`config.mk`:
```
export PLATFORM = sky130hd
export DESIGN_NAME = ffa_ctrl
export DESIGN_NICKNAME = d
export VERILOG_FILES = /design/src/hw/rtl/ffa_pkg.sv /design/src/hw/rtl/ffa_ctrl.sv
export SDC_FILE = /design/constraint.sdc
export NUM_CORES = 1
export LEC_CHECK = 0
export BUFFER_PORTS_ARGS = -buffer_cell sky130_fd_sc_hd__buf_2
export CELL_PAD_IN_SITES_DETAIL_PLACEMENT = 1
export CELL_PAD_IN_SITES_GLOBAL_PLACEMENT = 2
export CORE_ASPECT_RATIO = 1.2
export CORE_MARGIN = 2
export CORE_UTILIZATION = 23
export CTS_CLUSTER_SIZE = 25
export DETAILED_ROUTE_END_ITERATION = 16
export PLACE_DENSITY_LB_ADDON = 0.25
export SLEW_MARGIN = 40
export SYNTH_ARGS = -nofsm -noshare
export SYNTH_HDL_FRONTEND = slang
export SYNTH_SLANG_ARGS = --single-unit
export TNS_END_PERCENT = 30
```
`constraint.sdc`:
```
create_clock -name clk -period 4.6 [get_ports clk]
set_clock_uncertainty 0.15 [all_clocks]
set_input_delay 0.46 -clock clk [delete_from_list [all_inputs] [get_ports clk]]
set_output_delay 0.46 -clock clk [all_outputs]
set_load 0.005 [all_outputs]
```
`src/hw/rtl/ffa_pkg.sv`:
```
// Shared constants, codes and control types of the first-fit allocator.
package ffa_pkg;

	localparam int POOL_BYTES_DEF   = 4096;
	localparam int HEADER_BYTES_DEF = 16;
	localparam int SPLIT_SLACK_DEF  = 32;

	localparam int REQ_W    = 16;
	localparam int REL_W    = 13;
	localparam int OFFSET_W = 12;
	localparam int ID_W     = 16;
	// Arithmetic width for size, offset and split math.
	localparam int CALC_W   = 18;

	typedef enum logic [1:0] {
		ST_DONE    = 2'd0,
		ST_ZERO    = 2'd1,
		ST_NOFIT   = 2'd2,
		ST_IGNORED = 2'd3
	} status_code_t;

	typedef enum logic [2:0] {
		S_CLEAR,
		S_IDLE,
		S_WALK,
		S_SPLIT,
		S_LINK,
		S_MARK,
		S_FREE,
		S_DONE
	} ctrl_state_t;

	typedef struct packed {
		logic         clr_step;
		logic         accept;
		logic         walk_step;
		logic         load_found;
		logic         wr_split;
		logic         wr_link;
		logic         wr_mark;
		logic         free_wr;
		logic         res_load;
		logic         grant;
		status_code_t res_code;
		logic         out_load;
	} cmd_t;

	typedef struct packed {
		logic clr_done;
		logic req_free;
		logic need_zero;
		logic head_bad;
		logic free_bad;
		logic fit;
		logic next_bad;
		logic steps_over;
		logic split_now;
		logic mark_ok;
		logic out_busy;
	} sts_t;

endpackage

```
`src/hw/rtl/ffa_ctrl.sv`:
```
// Controller state machine of the first-fit allocator.
module ffa_ctrl (
	input  logic          clk,
	input  logic          arst_n,
	input  logic          in_valid,
	output logic          in_stall,
	input  ffa_pkg::sts_t sts,
	output ffa_pkg::cmd_t cmd
);
	import ffa_pkg::*;

	ctrl_state_t state_q, state_d;

	always_ff @(posedge clk or negedge arst_n) begin
		if (!arst_n) begin
			state_q <= S_CLEAR;
		end else begin
			state_q <= state_d;
		end
	end

	assign in_stall = (state_q != S_IDLE);

	always_comb begin
		state_d = state_q;
		case (state_q)
			S_CLEAR: begin
				if (sts.clr_done) state_d = S_IDLE;
			end
			S_IDLE: begin
				if (in_valid) begin
					if (sts.req_free) begin
						state_d = sts.free_bad ? S_DONE : S_FREE;
					end else if (sts.need_zero || sts.head_bad) begin
						state_d = S_DONE;
					end else begin
						state_d = S_WALK;
					end
				end
			end
			S_WALK: begin
				if (sts.fit) begin
					state_d = sts.split_now ? S_SPLIT : S_LINK;
				end else if (sts.next_bad || sts.steps_over) begin
					state_d = S_DONE;
				end
			end
			S_SPLIT: state_d = S_LINK;
			S_LINK:  state_d = S_MARK;
			S_MARK:  state_d = S_DONE;
			S_FREE:  state_d = S_DONE;
			S_DONE: begin
				if (!sts.out_busy) state_d = S_IDLE;
			end
			default: state_d = S_CLEAR;
		endcase
	end

	always_comb begin
		cmd = '0;
		cmd.res_code = ST_DONE;
		case (state_q)
			S_CLEAR: cmd.clr_step = 1'b1;
			S_IDLE: begin
				if (in_valid) begin
					cmd.accept = 1'b1;
					if (sts.req_free) begin
						if (sts.free_bad) begin
							cmd.res_load = 1'b1;
							cmd.res_code = ST_IGNORED;
						end
					end else if (sts.need_zero) begin
						cmd.res_load = 1'b1;
						cmd.res_code = ST_ZERO;
					end else if (sts.head_bad) begin
						cmd.res_load = 1'b1;
						cmd.res_code = ST_NOFIT;
					end
				end
			end
			S_WALK: begin
				if (sts.fit) begin
					cmd.load_found = 1'b1;
				end else if (sts.next_bad || sts.steps_over) begin
					cmd.res_load = 1'b1;
					cmd.res_code = ST_NOFIT;
				end else begin
					cmd.walk_step = 1'b1;
				end
			end
			S_SPLIT: cmd.wr_split = 1'b1;
			S_LINK:  cmd.wr_link = 1'b1;
			S_MARK: begin
				cmd.wr_mark  = 1'b1;
				cmd.res_load = 1'b1;
				cmd.grant    = 1'b1;
			end
			S_FREE: begin
				cmd.res_load = 1'b1;
				if (sts.mark_ok) begin
					cmd.free_wr = 1'b1;
				end else begin
					cmd.res_code = ST_IGNORED;
				end
			end
			S_DONE: cmd.out_load = !sts.out_busy;
			default: cmd = '0;
		endcase
	end
endmodule

```
==> results of run 1 <==
[cell families (layout without fill, tap and decap cells)]
family / after synthesis / in the layout / synth area share [%]
adders and majority gates: 5 / 5 / 12.44
and+or+nand+nor: 32 / 32 / 36.32
AOI/OAI and AO/OA: 14 / 14 / 22.14
muxes: 2 / 2 / 4.229
buffers and inverters: 10 / 38 / 9.949
DFF: 3 / 3 / 14.92
[worst min-delay path by stage]
stage | endpoint | slack (ns) | cells past startpoint | from
floorplan | state_q[0]$_DFFE_PN0P_ | 0.01 | 0 | arst_n
global placement | state_q[0]$_DFFE_PN0P_ | 0.11 | 1 | arst_n
detailed placement | state_q[1]$_DFFE_PN0P_ | 0.11 | 1 | arst_n
CTS | state_q[2]$_DFFE_PN0P_ | 0.37 | 3 | sts[0]
global route | state_q[1]$_DFFE_PN0P_ | 0.41 | 2 | arst_n
finish | state_q[2]$_DFFE_PN0P_ | 0.38 | 3 | sts[0]
[area by class of cell]
cell class	instances	area share, %
well taps	30	5.484
multi-input cells	53	55.21
repair buffers	28	21.21
flip-flops and latches	3	10.97
inverters	6	3.291
clock buffers	4	3.839
[routing by layer]
| layer | GRT usage, % | vias to the layer above | wire [um] |
|---|---|---|---|
| met5 | 0 | - | 0 |
| met4 | 5.952 | 0 | 0 |
| met3 | 2.288 | 0 | 89 |
| met2 | 21.83 | 16 | 764 |
| met1 | 16.03 | 253 | 610 |
| li1 | - | 284 | - |
[stage by stage]
| step | worst slack (ns) | total power (uW) | instances | util (%) |
|---|---|---|---|---|
| finish | 1.972 | 389.5 | 124 | 33.03 |
| CTS | 1.959 | 399.7 | 124 | 33.03 |
| floorplan | 2.514 | 271.4 | 66 | - |
| global placement | 2.283 | 345.6 | 119 | 31.28 |
| global route | 1.833 | 437.8 | 124 | 33.03 |
| detailed placement | 2.223 | 349.3 | 119 | 31.28 |
[critical path, cell delays in order, from the launching register on]
cell     delay, ns
dfrtp_1       0.38
inv_1         0.09
ha_1          0.28
nor2b_1       0.20
and3_1        0.23
a221o_1       0.33
and2_1        0.16
buf_2         0.12
[report_power, final]
part | switching (uW) | leakage, uW | internal [uW]
registers | 27.7 | 0.0000355 | 40.7
logic | 139 | 0.000319 | 136
clock network | 13.1 | 0.0000150 | 32.5
total | 180 | 0.000370 | 209
[placed cells by master, fill, tap and decap left out, drive strengths merged, types with 2 or more instances in the layout]
cell type / count
dfrtp: 3
clkbuf: 4
nor2b: 6
and2: 3
a221o: 2
a21oi: 3
buf: 27
o21a: 2
nor2: 8
nor3b: 2
inv: 6
and3: 2
ha: 5
o21ai: 3
nand2: 3
nand3: 2
[what timing repair did]
item,4_1_cts,5_1_grt
hold buffers,1,0
resized for setup,0,0
hold endpoints to repair,3,0
==> summary.txt, run 1 <==
Floorplanning
  • Die footprint: 2578 sq um
  • I/O pin cnt: 28
  • Initial core utilization: about a quarter
  • Die height: 55.23 um
  • Die width: 46.69 um
  • FP Rows: 18
  • CORE AREA: 2072 sq um

Route
  • 1st-iter DRT viols: 6
  • Pre-antenna DRT Iters: 3
  • Wire per inst: 11.81 um
  • DRC: 0
  • Via density: 4.460
  • Routed WL: 1.464 mm
  • Vias: 553
  • DRT antenna net count: 0

CTS
  • H-Tree Depth: 1
  • Buffer depth of the longest clock path: 2
  • Post-CTS setup buffer count: 0
  • CTS tree: yes
  • Worst skew pair latency: approximately 0.23 ns
  • Root Driver: clkbuf_4
  • Clock Sinks: 3
  • CTS clk-pin slew, worst paths: 0.04 ns
  • Cts bufs inserted: 3

Critical path
  • Crit path DAT: 2.02 ns
  • CP startpoint: state_q[1]$_DFFE_PN0P_
  • Setup CP Type: register to output pin
  • CP max FO: 8
  • R2R cell count: 6
  • R2r startpoint: state_q[0]$_DFFE_PN0P_
  • CP Launch Type: register
  • FF-to-FF setup slack: between 2 and 3 ns
  • Critical path endpoint: cmd[4]
  • Critical Path RT: 3.99 ns
  • CP Capture Type: output pin
  • Reg2reg end: state_q[0]$_DFFE_PN0P_

Yosys
  • Largest cells by area after synthesis: dfrtp_1 15%, ha_1 12%, nor2b_1 7.5%, nor2_1 6.0%, inv_1 4.5%
  • Synth area leader: dfrtp_1
  • Mean post-synth cell area: 7.621 sq um
  • Post-Syn Instances: 66
  • Yosys cell types: 31
  • #FFs+latches synth: 3
  • Netlist Area Pre-Place: 503.0 sq um
  • Yosys top cell area share: 14.93%
  • Post-Syn Nets: 85
  • Synth Flop Type: dfrtp_1
  • Async set-reset flop share out of synthesis: 100.0%
  • Register area share after synthesis: between 10 and 15%
  • Synth cell count leaders: 8 x nor2_1, 6 x inv_1, 6 x nor2b_1, 5 x ha_1
  • Synthesis Warnings: 0
  • Count leader, synth: nor2_1
  • Post-synth EDFFs: 0

STA
  • Final min period: roughly 2.6 ns
  • Unrepaired setup endpoints after global routing: false
  • Final setup viols: 0
  • Slew Viols, Final: 0
  • TNS Setup: 0 ns
  • Tightest Pin Transition: 0.5298 ns
  • Final hold viol count: 0
  • Slew HR: 64.68%
  • Achievable clock frequency: 380.5 MHz
  • Final worst path period share: 57.13%
  • Hold WS: between 0.3 and 0.4 ns

Layout
  • Largest reg by FF count: state_q
  • Multi-input gate area: 377.9 sq um
  • Final instance area: 684.4 sq um
  • Ant. Diodes: 0
  • Share of layout cells above drive strength 1: a little over a third
  • Fillers: 276
  • Max reg flops: 3
  • NumNets Final: around 110
  • Area taken by flip-flops and latches: 75.07 sq um
  • Largest regs: state_q: 3 flops
  • Synthesis-to-layout area growth: 36.07%

Global route
  • Vias in the first global route: 589
  • Final global-route overflow total: 0
  • Pin count of the biggest net entering global routing: 19
  • Initial antenna violation count: 0
  • GRT Util Overall: 13.24%
  • First-pass GRT wire length: 2.546 mm

Status
  • Outcome: finished, final reports clean

Placed design
  • Port bufs: 27
  • DP Area: 648.1 sq um
  • Routability cong.: 0.6955
  • Hpwl dp: 1.199 mm

Worst hold path
  • HP Class: input port to register

Job
  • Max_cap viols: 0

Pwr
  • Power density over the cells: 569.0 nW/um^2
  • Static Leak: 0.0003698 uW
  • Worst vdd ir: 234.4 uV
No activity file was read; power rests on OpenSTA's default activity.
==> run 2: changes to the inputs <==
--- a/config.mk
+++ b/config.mk
@@ -5,12 +5,13 @@
 export SDC_FILE = /design/constraint.sdc
 export NUM_CORES = 1
 export LEC_CHECK = 0
+export ABC_AREA = 1
 export BUFFER_PORTS_ARGS = -buffer_cell sky130_fd_sc_hd__buf_2
 export CELL_PAD_IN_SITES_DETAIL_PLACEMENT = 1
 export CELL_PAD_IN_SITES_GLOBAL_PLACEMENT = 2
 export CORE_ASPECT_RATIO = 1.2
 export CORE_MARGIN = 2
-export CORE_UTILIZATION = 23
+export CORE_UTILIZATION = 20
 export CTS_CLUSTER_SIZE = 25
 export DETAILED_ROUTE_END_ITERATION = 16
 export PLACE_DENSITY_LB_ADDON = 0.25
==> constraint.sdc (replaced) <==
create_clock -name clk -period 2.58 [get_ports clk]
set_clock_uncertainty 0.15 [all_clocks]
set_input_delay 0.258 -clock clk [delete_from_list [all_inputs] [get_ports clk]]
set_output_delay 0.258 -clock clk [all_outputs]
set_load 0.005 [all_outputs]
==> run 2 against run 1 <==
Compared with the run above:
- design area rose by 3.8%
- hold slack worse by 0.17 ns
- power increased by 80%
- setup slack worse by 1.5 ns
- non-clock buffer count unchanged
- die area rose by 17%
- register-to-register slack worse by 1.6 ns
- flip-flop and latch count is the same
- area after synthesis rose by 2.7%
- final cell count is 19% higher
- combinational power grew 81%
- sequential power rose by 81%
==> summary.txt, run 2 <==
Route
  • Wire per inst: between 10 and 15 um
  • DRT antenna net count: 0
  • DRC: 0
  • Vias: 593
  • Pre-antenna DRT Iters: 4
  • Via density: ~4
  • 1st-iter DRT viols: 7
  • Routed WL: 1.527 mm

Global route
  • Final global-route overflow total: 0
  • First-pass GRT wire length: approximately 2.5 mm
  • Initial antenna violation count: 0
  • GRT Util Overall: a little over a tenth
  • Pin count of the biggest net entering global routing: 10
  • Vias in the first global route: 584

Yosys
  • Synthesis Warnings: 0
  • Post-Syn Nets: 103
  • Yosys top cell area share: 14.53%
  • Netlist Area Pre-Place: 516.7 sq um
  • #FFs+latches synth: 3
  • Post-synth EDFFs: 0
  • Async set-reset flop share out of synthesis: 100.0%
  • Post-Syn Instances: 84
  • Synth Flop Type: dfrtp_1
  • Mean post-synth cell area: 6.152 sq um
  • Synth area leader: dfrtp_1
  • Largest cells by area after synthesis: dfrtp_1 15%, nand2_1 15%, ha_1 12%, nor2_1 11%, inv_1 9.4%
  • Count leader, synth: nand2_1
  • Synth cell count leaders: 20 x nand2_1, 15 x nor2_1, 13 x inv_1, 7 x nand3_1, 5 x ha_1
  • Register area share after synthesis: 14.53%
  • Yosys cell types: 22

Floorplanning
  • Die footprint: 3008 sq um
  • I/O pin cnt: 28
  • FP Rows: 20
  • Initial core utilization: 20.65%
  • CORE AREA: 2502 sq um
  • Die width: 50.40 um
  • Die height: 59.68 um

CTS
  • Worst skew pair latency: 0.23 ns
  • CTS resizes: 0
  • CTS tree: yes
  • Post-CTS setup buffer count: 0
  • Buffer depth of the longest clock path: 2
  • H-Tree Depth: 1
  • CTS clk-pin slew, worst paths: roughly 0.040 ns
  • Clock Sinks: 3
  • Cts bufs inserted: 3
  • Root Driver: clkbuf_4

Layout
  • Final cell count without fillers: 147
  • Max reg flops: 3
  • Largest regs: state_q: 3 flops
  • Share of layout cells above drive strength 1: a little under two fifths
  • Final core occ: 28.40%
  • NumNets Final: 134
  • Most frequent cells in the layout: 27 x buf_2, 20 x nand2_1, 15 x nor2_1
  • Largest reg by FF count: state_q
  • Ant. Diodes: 0
  • Synthesis-to-layout area growth: 37.53%
  • Most common cell after layout, fill and taps aside: buf_2

STA
  • Final hold viol count: 0
  • Slew HR: between 60% and 70%
  • Unrepaired setup endpoints after global routing: false
  • Achievable clock frequency: 475.2 MHz
  • Final setup viols: 0
  • Final worst path period share: between 80% and 90%
  • Final min period: between 2 and 2.5 ns
  • Tightest Pin Transition: ~0.47 ns
  • Slew Viols, Final: 0
  • Post-route setup slack: between 0.4 and 0.5 ns
  • TNS Setup: 0 ns

Placed design
  • # placed instances: between 100 and 150
  • Port bufs: 27
  • Hpwl dp: 1.380 mm
  • Routability cong.: 0.6917
  • Pre-CTS setup slack: roughly 0.67 ns

Pwr
  • Static Leak: 0.0004364 uW
  • Worst vdd ir: 443.4 uV
  • Power density over the cells: between 900 and 1000 nW/um^2
  • Final Power: between 700 and 800 uW

Critical path
  • FF-to-FF setup slack: about 0.95 ns
  • R2R cell count: 8
  • Critical Path RT: around 2.2 ns
  • Crit path DAT: 1.70 ns
  • Setup CP Type: register to output pin
  • CP Capture Type: output pin
  • CP max FO: 4
  • CP Launch Type: register
  • R2r startpoint: state_q[0]$_DFFE_PN0P_
  • Reg2reg end: state_q[0]$_DFFE_PN0P_

Worst hold path
  • HP Class: input port to asynchronous set/reset pin

Job
  • Max_cap viols: 0

Status
  • Outcome: finished, final reports clean
==> run 2: cell count changes in the layout (fill, tap and decap cells not counted), sizes merged, moves of 2 or more <==
| cell | before | now |
|---|---|---|
| inv | 6 | 15 |
| nor3b | 2 | 0 |
| nand3 | 2 | 8 |
| o21a | 2 | 0 |
| nor2b | 6 | 0 |
| nor2 | 8 | 21 |
| and2 | 3 | 0 |
| nand2 | 3 | 22 |
| and3 | 2 | 0 |
| a221o | 2 | 0 |
| a21oi | 3 | 1 |
==> run 2: worst max path at each step <==
stage,from,endpoint,slack (ns),depth (start not counted)
CTS,state_q[0]$_DFFE_PN0P_,cmd[4],0.42,9
floorplan,state_q[1]$_DFFE_PN0P_,cmd[2],1.0,8
finish,state_q[0]$_DFFE_PN0P_,cmd[4],0.48,9
global placement,state_q[0]$_DFFE_PN0P_,cmd[4],0.69,9
global route,state_q[0]$_DFFE_PN0P_,cmd[4],0.26,9
detailed placement,state_q[0]$_DFFE_PN0P_,cmd[4],0.67,9
==> run 2: through the flow <==
| stage | hold slack (ns) | instance area, sq um |
|---|---|---|
| after global placement | -0.09588 | 674.4 |
| after floorplan | -0.1876 | 516.7 |
| final | 0.2115 | 710.7 |
| after detailed placement | -0.09393 | 674.4 |
| after CTS | 0.1945 | 710.7 |
| after global routing | 0.2224 | 710.7 |
==> run 2: timing repair <==
| item | 4_1_cts | 5_1_grt |
|---|---|---|
| setup endpoints to repair | 0 | 0 |
| hold endpoints to repair | 3 | 0 |
| hold buffers | 1 | 0 |
==> run 2: layout make-up <==
| class | instances | area (sq um) |
|---|---|---|
| inverters | 15 | 58.81 |
| repair buffers | 28 | 145.1 |
| fillers | 341 | 1792 |
| flip-flops and latches | 3 | 75.07 |
| well taps | 33 | 41.29 |
| multi-input cells | 64 | 364.1 |
| clock buffers | 4 | 26.28 |
==> run 2: routing by layer <==
layer / track usage, % / vias to the layer above / wire [um]
met3: 2.000 / 0 / 61
met1: 14.11 / 260 / 739
met4: 1.158 / 0 / 0
li1: - / 315 / -
met5: 0 / - / 0
met2: 19.17 / 18 / 726
==> run 2: cell families after synthesis <==
logic type / synth area share (%)
and+or+nand+nor: 52.05
buffers and inverters: 15.01
AOI/OAI and AO/OA: 6.293
adders and majority gates: 12.11
DFF: 14.53
==> run 2: power by group <==
part | total [uW] | internal, uW | switching, uW
logic | 498 | 201 | 297
clock network | 79.0 | 57.7 | 21.3
registers | 124 | 73.5 | 50.8
==> run 2: worst max-delay path, stage by stage (launching register included) <==
cell      delay (ns)
dfrtp_1         0.41
inv_1           0.12
ha_1            0.24
inv_1           0.09
nor2_4          0.10
nand2_1         0.06
nor2_1          0.15
nor2_1          0.07
a21boi_1        0.12
buf_2           0.12
==> run 3: changes to the inputs <==
--- a/config.mk
+++ b/config.mk
@@ -11,7 +11,7 @@
 export CELL_PAD_IN_SITES_GLOBAL_PLACEMENT = 2
 export CORE_ASPECT_RATIO = 1.2
 export CORE_MARGIN = 2
-export CORE_UTILIZATION = 20
+export CORE_UTILIZATION = 18
 export CTS_CLUSTER_SIZE = 25
 export DETAILED_ROUTE_END_ITERATION = 16
 export PLACE_DENSITY_LB_ADDON = 0.25
==> constraint.sdc (replaced) <==
create_clock -name clk -period 1.7 [get_ports clk]
set_clock_uncertainty 0.15 [all_clocks]
set_input_delay 0.17 -clock clk [delete_from_list [all_inputs] [get_ports clk]]
set_output_delay 0.17 -clock clk [all_outputs]
set_load 0.005 [all_outputs]
==> run 3 against run 2 <==
Compared with the run above:
- the flow now finishes with violations (negative setup slack)
- wire length up 19%
- sequential power up 56%
- count of clock-buffer cells in the layout unchanged
- sequential share of layout area down 2.1 points
- critical path depth down 3
- clock power up 54%
- flip-flop and latch count unchanged
- design area up 26%
- via count up 10%
- hold slack worse by 0.10 ns
- largest cell class unchanged
==> summary.txt, run 3 (same netlist as run 2, synthesis figures left out) <==
Route
  • Via density: 4.037
  • Vias: 654
  • Routed WL: 1.814 mm
  • DRT antenna net count: 0
  • 1st-iter DRT viols: 4
  • Wire per inst: 11.20 um
  • Pre-antenna DRT Iters: 3
  • DRC: 0

Status
  • Outcome: finished with violations
  • Failing checks: negative setup slack

Placed design
  • Port bufs: 27
  • Hpwl dp: about 1.5 mm
  • Routability cong.: 0.7905
  • Pre-CTS setup slack: -0.05213 ns

Pwr
  • Worst vdd ir: between 800 and 900 uV
  • Power density over the cells: approximately 1600 nW/um^2
  • Static Leak: 0.0005194 uW

Critical path
  • R2r startpoint: state_q[1]$_DFFE_PN0P_
  • CP Capture Type: output pin
  • FF-to-FF setup slack: -0.06 ns
  • Critical Path RT: 1.38 ns
  • CP Launch Type: register
  • Peak per-stage delay on the critical path: 0.40 ns
  • Crit-path slowest cell: dfrtp_1
  • Setup CP Type: register to output pin
  • Worst path cell trace: inv_2, buf_4, buf_4, ha_1, a21boi_1, buf_2
  • CP dominant cell by count: buf_4
  • CP max FO: 3
  • R2R cell count: 10
  • Reg2reg end: state_q[0]$_DFFE_PN0P_
  • Crit path DAT: roughly 1.5 ns

Global route
  • GRT Util Overall: around a tenth
  • Pin count of the biggest net entering global routing: 8
  • Initial antenna violation count: 0
  • First-pass GRT wire length: 2.691 mm
  • Final global-route overflow total: 0
  • Vias in the first global route: between 600 and 700

CTS
  • Buffer depth of the longest clock path: 2
  • Cts bufs inserted: 3
  • CTS clk-pin slew, worst paths: 0.04 ns
  • Clock Sinks: 3
  • Root Driver: clkbuf_4
  • H-Tree Depth: 1
  • Worst skew pair latency: 0.23 ns
  • CTS tree: yes

Layout
  • Synthesis-to-layout area growth: 73.61%
  • Share of layout cells above drive strength 1: 55.47%
  • Most frequent cells in the layout: 27 x buf_2, 18 x nand2_1, 13 x buf_4
  • Ant. Diodes: 0
  • Max reg flops: 3
  • Largest regs: state_q: 3 flops
  • Fillers: approximately 370
  • Most common cell after layout, fill and taps aside: buf_2
  • Largest reg by FF count: state_q
  • NumNets Final: 148
  • Final core occ: 32.52%

STA
  • Post-route setup slack: -0.1560 ns
  • Final min period: 1.856 ns
  • Final setup viols: 8
  • Achievable clock frequency: 538.8 MHz
  • Tightest Pin Transition: ~0.27 ns
  • Final worst path period share: 109.2%
  • Slew HR: 82.09%
  • Slew Viols, Final: 0
  • Unrepaired setup endpoints after global routing: true
  • Final hold viol count: 0

Floorplanning
  • Die footprint: between 3000 and 4000 sq um
  • I/O pin cnt: 28
  • CORE AREA: 2759 sq um
  • Die height: 62.70 um
  • Die width: 52.91 um
  • FP Rows: 21
  • Initial core utilization: between 10% and 20%

Job
  • Max_cap viols: 0

Worst hold path
  • HP Class: input port to asynchronous set/reset pin
-- run 3: worst max path at each step --
stage                                       from  endpoint  depth (start not counted)
after global routing      state_q[1]$_DFFE_PN0P_    cmd[2]                          9
after detailed placement  state_q[1]$_DFFE_PN0P_    cmd[2]                          9
final                     state_q[1]$_DFFE_PN0P_    cmd[4]                          6
after floorplan           state_q[1]$_DFFE_PN0P_    cmd[2]                          8
after CTS                 state_q[0]$_DFFE_PN0P_    cmd[4]                          9
after global placement    state_q[1]$_DFFE_PN0P_    cmd[2]                          9
-- run 3: report_power, final --
group	internal (uW)	total (uW)	switching [uW]
clock network	87.8	122	34.4
logic	542	1130	587
registers	114	194	79.6
total	744	1450	702
-- run 3: through the flow --
step	cells	cell area, sq um	power (uW)	hold slack (ns)	setup TNS [ns]
5_1_grt	162	897.1	1605	0.1162	-1.624
3_3_place_gp	149	720.7	1048	-0.1835	-0.1108
6_report	162	897.1	1446	0.1097	-0.7087
3_5_place_dp	149	720.7	1049	-0.1847	-0.06196
2_1_floorplan	84	516.7	737.6	-0.2756	0
4_1_cts	157	814.5	1300	0.09929	-0.4273
-- run 3: area by class of cell --
class / instances / area (sq um) / share of cell area [%]
flip-flops and latches: 3 / 76.32 / 8.508
repair buffers: 42 / 254.0 / 28.31
well taps: 34 / 42.54 / 4.742
inverters: 15 / 61.31 / 6.834
multi-input cells: 64 / 436.7 / 48.68
clock buffers: 4 / 26.28 / 2.929
-- run 3: timing repair --
item                                    in CTS  in global routing
hold buffers                                 1                  0
gates resized for setup                      9                 12
hold endpoints to repair                     3                  0
endpoints found under the setup margin       4                 11
cloned                                       0                  0
setup buffers                                3                  5
pin swaps                                    1                  2
-- run 3: critical path, delay by kind of cell, from the launching register on --
family                   cells  cell delay (ns)
flip-flops                   1             0.40
AO/OA/AOI/OAI                1             0.15
adder cells (fa/ha/maj)      1             0.27
buffers and inverters        4             0.48
-- run 3: per-layer routing --
metal | GRT usage, % | vias to the layer above | wire length (um)
met5 | 0 | - | 0
met4 | 5.128 | 0 | 0
met3 | 0.9569 | 0 | 79
met2 | 18.44 | 14 | 979
met1 | 12.76 | 298 | 756
li1 | - | 342 | -
